### src/rtl/elw_pkg.sv
// package with shared types and constants for the escalating link watchdog
`timescale 1ns / 1ps

package elw_pkg;

    // configuration register field widths
    localparam int REG_W    = 20;
    localparam int MAXPC_W  = 8;
    localparam int CFG_IDX_W = 3;

    // configuration register indexes
    localparam logic [CFG_IDX_W-1:0] REG_HOST_RESTART = 3'd0;
    localparam logic [CFG_IDX_W-1:0] REG_POWER_CYCLE  = 3'd1;
    localparam logic [CFG_IDX_W-1:0] REG_HOLDOFF      = 3'd2;
    localparam logic [CFG_IDX_W-1:0] REG_CLEAN_RESET  = 3'd3;
    localparam logic [CFG_IDX_W-1:0] REG_MAX_CYCLES   = 3'd4;

    // configuration reset values
    localparam logic [REG_W-1:0]   RST_HOST_RESTART = 20'd1380;
    localparam logic [REG_W-1:0]   RST_POWER_CYCLE  = 20'd1440;
    localparam logic [REG_W-1:0]   RST_HOLDOFF      = 20'd10;
    localparam logic [REG_W-1:0]   RST_CLEAN_RESET  = 20'd10080;
    localparam logic [MAXPC_W-1:0] RST_MAX_CYCLES   = 8'd3;

    // action codes
    localparam logic [1:0] ACT_NONE         = 2'd0;
    localparam logic [1:0] ACT_RESTART_HOST = 2'd1;
    localparam logic [1:0] ACT_POWER_CYCLE  = 2'd2;

    // phase codes
    localparam logic [1:0] PH_HOLDOFF = 2'd0;
    localparam logic [1:0] PH_HEALTHY = 2'd1;
    localparam logic [1:0] PH_FAILING = 2'd2;
    localparam logic [1:0] PH_BREAKER = 2'd3;

    // result field widths
    localparam int CYCLES_W = 8;
    localparam int FAILED_W = 20;

    // configuration register set
    typedef struct packed {
        logic [REG_W-1:0]   host_restart_ticks;
        logic [REG_W-1:0]   power_cycle_ticks;
        logic [REG_W-1:0]   holdoff_ticks_limit;
        logic [REG_W-1:0]   clean_reset_ticks;
        logic [MAXPC_W-1:0] max_power_cycles;
    } t_cfg;

endpackage

### src/rtl/escalating_link_watchdog.sv
// escalating link watchdog: tick counters, escalation decision and result register
// a result is registered and appears on the master side in the cycle after its tick is taken
// throughput: one tick per cycle while results are taken; the counters update in a single pass of logic
// ready on the slave side drops only while a result is held and not taken
// reset (i_rst_n low, synchronous) clears all counters and flags, restores the
// register defaults and empties the result register
`timescale 1ns / 1ps

module escalating_link_watchdog
    import elw_pkg::*;
#(
    parameter int COUNT_WIDTH = 20
) (
    input  logic                 i_clk,
    input  logic                 i_rst_n,
    // configuration write channel
    input  logic                 i_cfg_valid,
    output logic                 o_cfg_ready,
    input  logic [CFG_IDX_W-1:0] i_cfg_index,
    input  logic [REG_W-1:0]     i_cfg_data,
    // tick stream
    input  logic                 i_s_tvalid,
    output logic                 o_s_tready,
    input  logic [7:0]           i_s_tdata,   // [0] target_alive, [7:1] zero
    // result stream
    output logic                 o_m_tvalid,
    input  logic                 i_m_tready,
    output logic [31:0]          o_m_tdata    // [1:0] action, [3:2] phase,
                                              // [11:4] power_cycles_done,
                                              // [31:12] failed_ticks
);

    localparam int CMP_W = (COUNT_WIDTH > REG_W) ? COUNT_WIDTH : REG_W;
    localparam logic [COUNT_WIDTH-1:0] CNT_MAX = {COUNT_WIDTH{1'b1}};

    t_cfg cfg;

    // configuration registers
    elw_cfg u_cfg (
        .i_clk       (i_clk),
        .i_rst_n     (i_rst_n),
        .i_cfg_valid (i_cfg_valid),
        .o_cfg_ready (o_cfg_ready),
        .i_cfg_index (i_cfg_index),
        .i_cfg_data  (i_cfg_data),
        .o_cfg       (cfg)
    );

    // watchdog state
    logic                   r_in_holdoff,     n_in_holdoff;
    logic [COUNT_WIDTH-1:0] r_holdoff_count,  n_holdoff_count;
    logic [COUNT_WIDTH-1:0] r_fail_count,     n_fail_count;
    logic [COUNT_WIDTH-1:0] r_clean_count,    n_clean_count;
    logic [CYCLES_W-1:0]    r_cycle_count,    n_cycle_count;
    logic                   r_host_restarted, n_host_restarted;

    // result register
    logic        r_out_valid;
    logic [31:0] r_out_data;
    logic [1:0]  n_action;
    logic [1:0]  n_phase;

    logic                   tick_acc;
    logic                   alive;
    logic [COUNT_WIDTH-1:0] hold_inc;
    logic [COUNT_WIDTH-1:0] clean_inc;
    logic [COUNT_WIDTH-1:0] fail_inc;

    assign o_s_tready = !r_out_valid || i_m_tready;
    assign tick_acc   = i_s_tvalid && o_s_tready;
    assign alive      = i_s_tdata[0];
    assign o_m_tvalid = r_out_valid;
    assign o_m_tdata  = r_out_data;

    // saturating increments
    assign hold_inc  = (r_holdoff_count == CNT_MAX) ? CNT_MAX : r_holdoff_count + 1'b1;
    assign clean_inc = (r_clean_count == CNT_MAX) ? CNT_MAX : r_clean_count + 1'b1;
    assign fail_inc  = (r_fail_count == CNT_MAX) ? CNT_MAX : r_fail_count + 1'b1;

    // per-tick update
    always_comb begin
        n_in_holdoff     = r_in_holdoff;
        n_holdoff_count  = r_holdoff_count;
        n_fail_count     = r_fail_count;
        n_clean_count    = r_clean_count;
        n_cycle_count    = r_cycle_count;
        n_host_restarted = r_host_restarted;
        n_action         = ACT_NONE;
        n_phase          = PH_HOLDOFF;
        if (r_in_holdoff) begin
            // hold-off only counts ticks
            if (CMP_W'(hold_inc) >= CMP_W'(cfg.holdoff_ticks_limit)) begin
                n_in_holdoff    = 1'b0;
                n_holdoff_count = '0;
                n_fail_count    = '0;
            end else begin
                n_holdoff_count = hold_inc;
            end
        end else if (alive) begin
            // live tick extends the clean run
            n_phase          = PH_HEALTHY;
            n_fail_count     = '0;
            n_host_restarted = 1'b0;
            if (CMP_W'(clean_inc) >= CMP_W'(cfg.clean_reset_ticks)) begin
                n_cycle_count = '0;
                n_clean_count = '0;
            end else begin
                n_clean_count = clean_inc;
            end
        end else begin
            // failed tick escalates while the breaker is closed
            n_fail_count  = fail_inc;
            n_clean_count = '0;
            if (r_cycle_count >= cfg.max_power_cycles) begin
                n_phase = PH_BREAKER;
            end else begin
                n_phase = PH_FAILING;
                if (CMP_W'(fail_inc) >= CMP_W'(cfg.host_restart_ticks)
                        && !r_host_restarted) begin
                    n_host_restarted = 1'b1;
                    n_action         = ACT_RESTART_HOST;
                end else if (CMP_W'(fail_inc) >= CMP_W'(cfg.power_cycle_ticks)) begin
                    n_cycle_count    = r_cycle_count + 1'b1;
                    n_in_holdoff     = 1'b1;
                    n_holdoff_count  = '0;
                    n_host_restarted = 1'b0;
                    n_action         = ACT_POWER_CYCLE;
                end
            end
        end
    end

    // state registers, updated on each tick transfer
    always_ff @(posedge i_clk) begin
        if (!i_rst_n) begin
            r_in_holdoff     <= 1'b0;
            r_holdoff_count  <= '0;
            r_fail_count     <= '0;
            r_clean_count    <= '0;
            r_cycle_count    <= '0;
            r_host_restarted <= 1'b0;
        end else if (tick_acc) begin
            r_in_holdoff     <= n_in_holdoff;
            r_holdoff_count  <= n_holdoff_count;
            r_fail_count     <= n_fail_count;
            r_clean_count    <= n_clean_count;
            r_cycle_count    <= n_cycle_count;
            r_host_restarted <= n_host_restarted;
        end
    end

    // result valid flag
    always_ff @(posedge i_clk) begin
        if (!i_rst_n) begin
            r_out_valid <= 1'b0;
        end else if (o_s_tready) begin
            r_out_valid <= i_s_tvalid;
        end
    end

    // result payload
    always_ff @(posedge i_clk) begin
        if (tick_acc) begin
            r_out_data <= {FAILED_W'(n_fail_count), n_cycle_count, n_phase, n_action};
        end
    end

    // an action is only ever raised on a failing tick
    a_action_failing: assert property (@(posedge i_clk) disable iff (!i_rst_n)
        (r_out_valid && (r_out_data[1:0] != ACT_NONE)) |-> (r_out_data[3:2] == PH_FAILING))
        else $error("action raised outside the failing phase");

    // a power cycle always enters hold-off
    a_pc_holdoff: assert property (@(posedge i_clk) disable iff (!i_rst_n)
        (tick_acc && (n_action == ACT_POWER_CYCLE)) |=> r_in_holdoff)
        else $error("power cycle did not start hold-off");

    // the restart flag is clear for the whole hold-off
    a_holdoff_flag: assert property (@(posedge i_clk) disable iff (!i_rst_n)
        r_in_holdoff |-> !r_host_restarted)
        else $error("host restart flag set during hold-off");

    // state moves only on a tick transfer
    a_state_hold: assert property (@(posedge i_clk) disable iff (!i_rst_n)
        !tick_acc |=> ($stable(r_fail_count) && $stable(r_cycle_count)
                       && $stable(r_in_holdoff)))
        else $error("state changed without a tick");

    // a result waiting while the sink stalls is not overwritten
    a_result_hold: assert property (@(posedge i_clk) disable iff (!i_rst_n)
        (r_out_valid && !i_m_tready) |-> !o_s_tready)
        else $error("tick taken while a result is stalled");

endmodule

### src/rtl/elw_cfg.sv
// configuration register file for the escalating link watchdog
`timescale 1ns / 1ps

module elw_cfg
    import elw_pkg::*;
(
    input  logic                 i_clk,
    input  logic                 i_rst_n,
    input  logic                 i_cfg_valid,
    output logic                 o_cfg_ready,
    input  logic [CFG_IDX_W-1:0] i_cfg_index,
    input  logic [REG_W-1:0]     i_cfg_data,
    output t_cfg                 o_cfg
);

    t_cfg r_cfg;
    t_cfg n_cfg;

    assign o_cfg_ready = 1'b1;
    assign o_cfg       = r_cfg;

    // decode a write transfer, unknown indexes are dropped
    always_comb begin
        n_cfg = r_cfg;
        if (i_cfg_valid) begin
            case (i_cfg_index)
                REG_HOST_RESTART: n_cfg.host_restart_ticks  = i_cfg_data;
                REG_POWER_CYCLE:  n_cfg.power_cycle_ticks   = i_cfg_data;
                REG_HOLDOFF:      n_cfg.holdoff_ticks_limit = i_cfg_data;
                REG_CLEAN_RESET:  n_cfg.clean_reset_ticks   = i_cfg_data;
                REG_MAX_CYCLES:   n_cfg.max_power_cycles    = i_cfg_data[MAXPC_W-1:0];
                default:          n_cfg = r_cfg;
            endcase
        end
    end

    // register set
    always_ff @(posedge i_clk) begin
        if (!i_rst_n) begin
            r_cfg.host_restart_ticks  <= RST_HOST_RESTART;
            r_cfg.power_cycle_ticks   <= RST_POWER_CYCLE;
            r_cfg.holdoff_ticks_limit <= RST_HOLDOFF;
            r_cfg.clean_reset_ticks   <= RST_CLEAN_RESET;
            r_cfg.max_power_cycles    <= RST_MAX_CYCLES;
        end else begin
            r_cfg <= n_cfg;
        end
    end

endmodule

### config.mk
export PLATFORM = sky130hd
export DESIGN_NAME = escalating_link_watchdog
export DESIGN_NICKNAME = d
export VERILOG_FILES = /design/src/rtl/elw_pkg.sv /design/src/rtl/escalating_link_watchdog.sv /design/src/rtl/elw_cfg.sv
export SDC_FILE = /design/constraint.sdc
export NUM_CORES = 1
export LEC_CHECK = 0
export ABC_AREA = 0
export BUFFER_PORTS_ARGS = -buffer_cell sky130_fd_sc_hd__buf_2
export CORE_ASPECT_RATIO = 0.8
export CORE_UTILIZATION = 50
export CTS_CLUSTER_SIZE = 25
export DETAILED_ROUTE_END_ITERATION = 10
export GPL_TIMING_DRIVEN = 1
export PLACE_DENSITY = 0.66
export SYNTH_ARGS = -nofsm -noshare
export SYNTH_HDL_FRONTEND = slang
export SYNTH_SLANG_ARGS = --single-unit
### constraint.sdc
create_clock -name i_clk -period 5.77 [get_ports i_clk]
set_clock_uncertainty 0.1 [all_clocks]
set_input_delay 0.2885 -clock i_clk [delete_from_list [all_inputs] [get_ports i_clk]]
set_output_delay 0.2885 -clock i_clk [all_outputs]
set_load 0.1 [all_outputs]
# == Word level (Yosys, flattened, before mapping) ==
# Index checks and enable logic that the tools add are counted.
# op_classes
mul,0
bitwise,1
eq_ne,11
shift,0
reduce_logical,19
div,0
magnitude_cmp,5
addsub,4
muxes,34
# ops
cell,n
$mux 20,14
$ge 20x20->1,4
$add 20x1->20 const B,3
$eq 20x20->1 const B,3
$mux 8,6
$mux 1,13
$reduce_and 2->1,6
$add 8x1->8 const B,1
$ge 8x8->1,1
$eq 3x2->1 const B,2
$ne 2x2->1 const B,3
$reduce_and 5->1,1
$reduce_and 4->1,1
$reduce_or 4->1,1
$eq 3x1->1 const B,1
$eq 3x3->1 const B,1
$logic_not 3->1,1
$reduce_bool 3->1,1
$reduce_or 3->1,1
$logic_and 1x1->1,2
$logic_not 1->1,2
$mux 2,1
$ne 2x1->1 const B,1
$reduce_bool 2->1,1
3 further kinds,3
# word_totals
reg_bits,191
ramBits,0
mem_count,0
rom_bits,0
latch_bits,0
word_cells,91
inputBits,36

# == Depth between registers and ports, before layout ==
# depth
ltp_word,8
ltp_mapped,21
mapped_depth_nobuf,17

# == Hierarchy ==
# Synthesis repeated with hierarchy kept, for this count alone.
# hier_totals
hier_cells,1315
hier_area_um2,11235.8
# modules_own_cells
mod,n_inst,area_each_um2,cells_per_inst
escalating_link_watchdog,1,7846.3,985
elw_cfg,1,3389.5,330

# == Worst setup path after synthesis ==
# No wires, ideal clock.
# synth_timing
path_kind,flip-flop to flip-flop
start,register r_out_valid (netlist: o_m_tvalid)
end,register r_holdoff_count[5]
synth_period_minus_slack_ns,4.508
arrival_time_ns,4.338
slack_ns,1.262
required_ns,5.600
path_buffers,2
stages_incl_launch_ff,9
setup_ns,0.070
path_cell_list,dfxtp_1 > nand2b_1 > nand2_1 > clkinv_1 > a31oi_1 > clkbuf_1 > clkbuf_1 > nand2_1 > a21oi_1
# synth_between
elab_chain_len,4
# synth_rtl
element,line,rtl
from (decl),escalating_link_watchdog.sv:58,logic r_out_valid;
from (signal assigned),escalating_link_watchdog.sv:157,r_out_valid <= i_s_tvalid;
$logic_not 1->1,escalating_link_watchdog.sv:69,assign o_s_tready = !r_out_valid || i_m_tready;
$logic_or 1x1->1,escalating_link_watchdog.sv:69,
named net o_s_tready,escalating_link_watchdog.sv:23,"output logic o_s_tready,"
$logic_and 1x1->1,escalating_link_watchdog.sv:70,assign tick_acc = i_s_tvalid && o_s_tready;
named net tick_acc,escalating_link_watchdog.sv:63,logic tick_acc;
$reduce_and 5->1 (no source line),-,
to (signal assigned),escalating_link_watchdog.sv:144,r_holdoff_count <= n_holdoff_count;
to (decl),escalating_link_watchdog.sv:51,"logic [COUNT_WIDTH-1:0] r_holdoff_count, n_holdoff_count;"
# The timed path passes the listed nets, and every way through them passes these cells.
# A chain may end at the register's enable or synchronous reset.

# == Worst setup path after layout ==
# layout_timing
start,register r_fail_count[0]
end,register r_out_data[10] (netlist: o_m_tdata[10]) (data pin)
# layout_between
elab_chain_len,8
elab_cells_between_ends,11
cone_classes,add/sub: 1; order compare: 2; eq/ne: 1; mux: 6; reduce/logical: 1
# layout_rtl
element,line,rtl
from (decl),escalating_link_watchdog.sv:52,"logic [COUNT_WIDTH-1:0] r_fail_count, n_fail_count;"
from (signal assigned),escalating_link_watchdog.sv:145,r_fail_count <= n_fail_count;
$add 20x1->20 / $eq 20x20->1 (equally long branches),escalating_link_watchdog.sv:78,assign fail_inc = (r_fail_count == CNT_MAX) ? CNT_MAX : r_fail_count + 1'b1;
$mux 20 (*),escalating_link_watchdog.sv:78,
$ge 20x20->1 (on tied branches),"escalating_link_watchdog.sv:122, escalating_link_watchdog.sv:118",
$mux 8 / $logic_and 1x1->1 (equally long branches),"escalating_link_watchdog.sv:122, escalating_link_watchdog.sv:119",
$mux 8 (*),escalating_link_watchdog.sv:118,if (CMP_W'(fail_inc) >= CMP_W'(cfg.host_restart_ticks)
$mux 8 (*),escalating_link_watchdog.sv:114,if (r_cycle_count >= cfg.max_power_cycles) begin
$mux 8 (*),escalating_link_watchdog.sv:99,end else if (alive) begin
$mux 8 (*),escalating_link_watchdog.sv:90,if (r_in_holdoff) begin
named net n_cycle_count[6],escalating_link_watchdog.sv:54,"logic [CYCLES_W-1:0] r_cycle_count, n_cycle_count;"
to (signal assigned),escalating_link_watchdog.sv:164,"r_out_data <= {FAILED_W'(n_fail_count), n_cycle_count, n_phase, n_action};"
to (decl),escalating_link_watchdog.sv:59,logic [31:0] r_out_data;
# Mark *: on every way through the listed nets, which the timed path passes. The rest lies on a longest branch.

==> metrics.txt <==
Max-Cap Viols=0; worst-margin pin slew=1080 ps; post-layout util=56.5%; starting density of the core=51.3%; cell count after synthesis=1324; top cells by area, synth=dfxtp_1 30%, ha_1 11%, nand2_1 9.6%; Final Non-Filler Cells=1633; Synth cell types=65; share of cells above drive strength 1=9.68%; worst reg-to-reg path cell count=16; maximum VDD drop=162 uV; worst endpoint required time=5840 ps; FF-to-FF End=o_m_tdata[10]$_DFFE_PP_; per-cell routed wire length=17.4 um; f_max=194 MHz; port bufs=62; Core Area=0.0208 mm2; asr flop ratio synth=0%; DRT Pass-1 Iters=8; Hold Path Class=input pin to register; CP Class=register to register; Startpoint Class=register; final setup margin=604 ps; critical path data arrival time=5230 ps; CTS root buffer=clkbuf_16; most common cell in the netlist=nand2_1; routed via count=9348; failing checks=DRC; Clock transition at path regs=70 ps; all-layer global routing usage=26.8%; status=finished with violations; cell area after synthesis=0.0107 mm2; Avg Cell Area, Syn=8.06 um2; vias in the first global route=8464; initial antenna violation count=0; crit-path max cell delay=710 ps; CTS buffer count=17; top_reg_cell synth=dfxtp_1; GR Overflow Total=0; multi-input logic area=0.00585 mm2; Post-synth EDFFs=32; H-tree depth=4; CP cell instances=ha_1, nand3_1, nor2_1, nand3_1, or3_1, nand2_1, ha_1, a21o_1, a221o_1, a211oi_1, o21ai_0, a21oi_1, buf_4, nand3_1, o21ai_0, a31oi_1; final RePlAce weighted congestion=0.822; Final Hold Viols=0; post-route ant nets=0; Tcrit/Tclk final=89.5%; Setup TNS=0 ps; Max FO, Critical Path=21; post-synth top area share=29.8%; register area share after synthesis=38.8%; post-cts resize count=0; Routed WL=28.5 mm; Syn Nets=1452; launching point of the worst reg2reg path=r_fail_count[0]$_SDFFE_PN0P_; minimum clock period=5170 ps; I/O pins=71; P&R area growth vs syn=10.3%; clk buf depth=2; Die Area=0.0219 mm2; RSZ-0062 raised after global routing=no; placed cell count=1600; Synth Register Bits=191; Hold Crit Depth=2; Die Span X=165 um; Final Max Slew Viols=0; detailed placement HPWL=20.2 mm; die height=133 um; total power=2.92 mW; top cells by count, synth=272 x nand2_1, 159 x dfxtp_1, 127 x a21oi_1; Crit. End Element=register; FILL cells=1961; Power Density=248 mW/mm2; largest net degree at the start of global routing=83; CP max stage cell=or3_1; Endpoint, Worst Hold=r_cycle_count[1]$_SDFFE_PN0P_; worst skew pair latency=440 ps; cell taking the most area after synthesis=dfxtp_1; FF/Latch Area=0.00414 mm2; crit path from=r_fail_count[0]$_SDFFE_PN0P_; Leak Pwr=4.82 nW; pre-CTS setup slack=709 ps; ANT cells=0; global-route wire length before repair=45.6 mm; Slew HR=27.9%; Setup violations, final=0; hold wc startpoint=i_s_tdata[0]; Final #Nets=1479; DR iter-0 viols=831; Crit path top cell by count=nand3_1; num rows=47; via/cell ratio=5.72; Synthesis Warnings=0; TritonCTS clock tree=yes; DRC Markers=16; Worst R2R Setup Slack=600 ps; CTS sink cnt=191
layout make-up:
cell class | instances | area share (%)
timing repair buffer | 77 | 3.61
sequential | 191 | 35.2
multi-input combinational | 959 | 49.7
clock inverter | 14 | 1.61
tap | 269 | 2.86
inverter | 105 | 3.36
clock buffer | 18 | 3.65
through the flow:
step           area, um2  hold slack, ps
2_1_floorplan      10700             289
6_report           11800            21.7
4_1_cts            11800            4.09
5_1_grt            11800            21.1
3_3_place_gp       11100             342
3_5_place_dp       11100             346
worst max-delay path, delay by kind of cell, from the launching register on:
kind / cells / cell delay [ps]
AND/OR/NAND/NOR: 6 / 1800
adder cells (fa/ha/maj): 2 / 560
flip-flops: 1 / 450
AO/OA/AOI/OAI: 7 / 1700
buffers and inverters: 1 / 260
cells in the final DEF, fill, tap and decap left out, drive strengths merged, types with 32 or more instances in the layout:
cell type,instances
nand2,275
buf,76
nor2,73
inv,105
o21ai,47
nand3,51
edfxtp,32
a21oi,127
dfxtp,159
ha,92
where the power goes:
part / total, mW / internal, mW / switching [mW]
Combinational: 0.262 / 0.0492 / 0.213
Clock: 1.27 / 0.726 / 0.539
Sequential: 1.39 / 1.38 / 0.0106
Total: 2.92 / 2.16 / 0.762
cell families (layout without fill, tap and decap cells):
kind of cell             Yosys count  in the layout  synth area share (%)
XOR/XNOR                          35             35                  2.87
adder cells (fa/ha/maj)           92             92                  10.8
buffers and inverters            174            214                  6.41
AND/OR/NAND/NOR                  507            507                  21.7
flip-flops                       191            191                  38.8
AO/OA/AOI/OAI                    317            317                  18.7
other                              1              1                0.0351
multiplexers                       7              7                 0.715
flip-flops by register name (all words and copies together), names as in the netlist:
| name | flops |
|---|---|
| u_cfg.o_cfg | 88 |
| o_m_tdata | 32 |
| r_clean_count | 20 |
| r_fail_count | 20 |
| r_holdoff_count | 20 |
| r_cycle_count | 8 |
| o_m_tvalid | 1 |
| r_host_restarted | 1 |
| r_in_holdoff | 1 |
timing repair:
action,in CTS,in global routing
hold endpoints to repair,1,0
hold buffers,1,0
buffers inserted,0,0
how the worst max path moves through the flow:
| stage | to | slack (ps) |
|---|---|---|
| after global placement | o_m_tdata[10]$_DFFE_PP_ | 780 |
| final | o_m_tdata[10]$_DFFE_PP_ | 600 |
| after CTS | o_m_tdata[10]$_DFFE_PP_ | 680 |
| after detailed placement | o_m_tdata[10]$_DFFE_PP_ | 710 |
| after global routing | o_m_tdata[10]$_DFFE_PP_ | 210 |
| after floorplan | r_holdoff_count[5]$_SDFFE_PN0P_ | 1260 |
metal layers:
metal	GRT usage [%]	vias up	share of wire, %
met2	39.4	265	43
met3	4.58	35	5.5
met4	7.63	0	1.9
met1	39.9	4388	50
met5	0	-	0
li1	-	4660	-
Note: power is estimated with default switching activity, not from simulation.
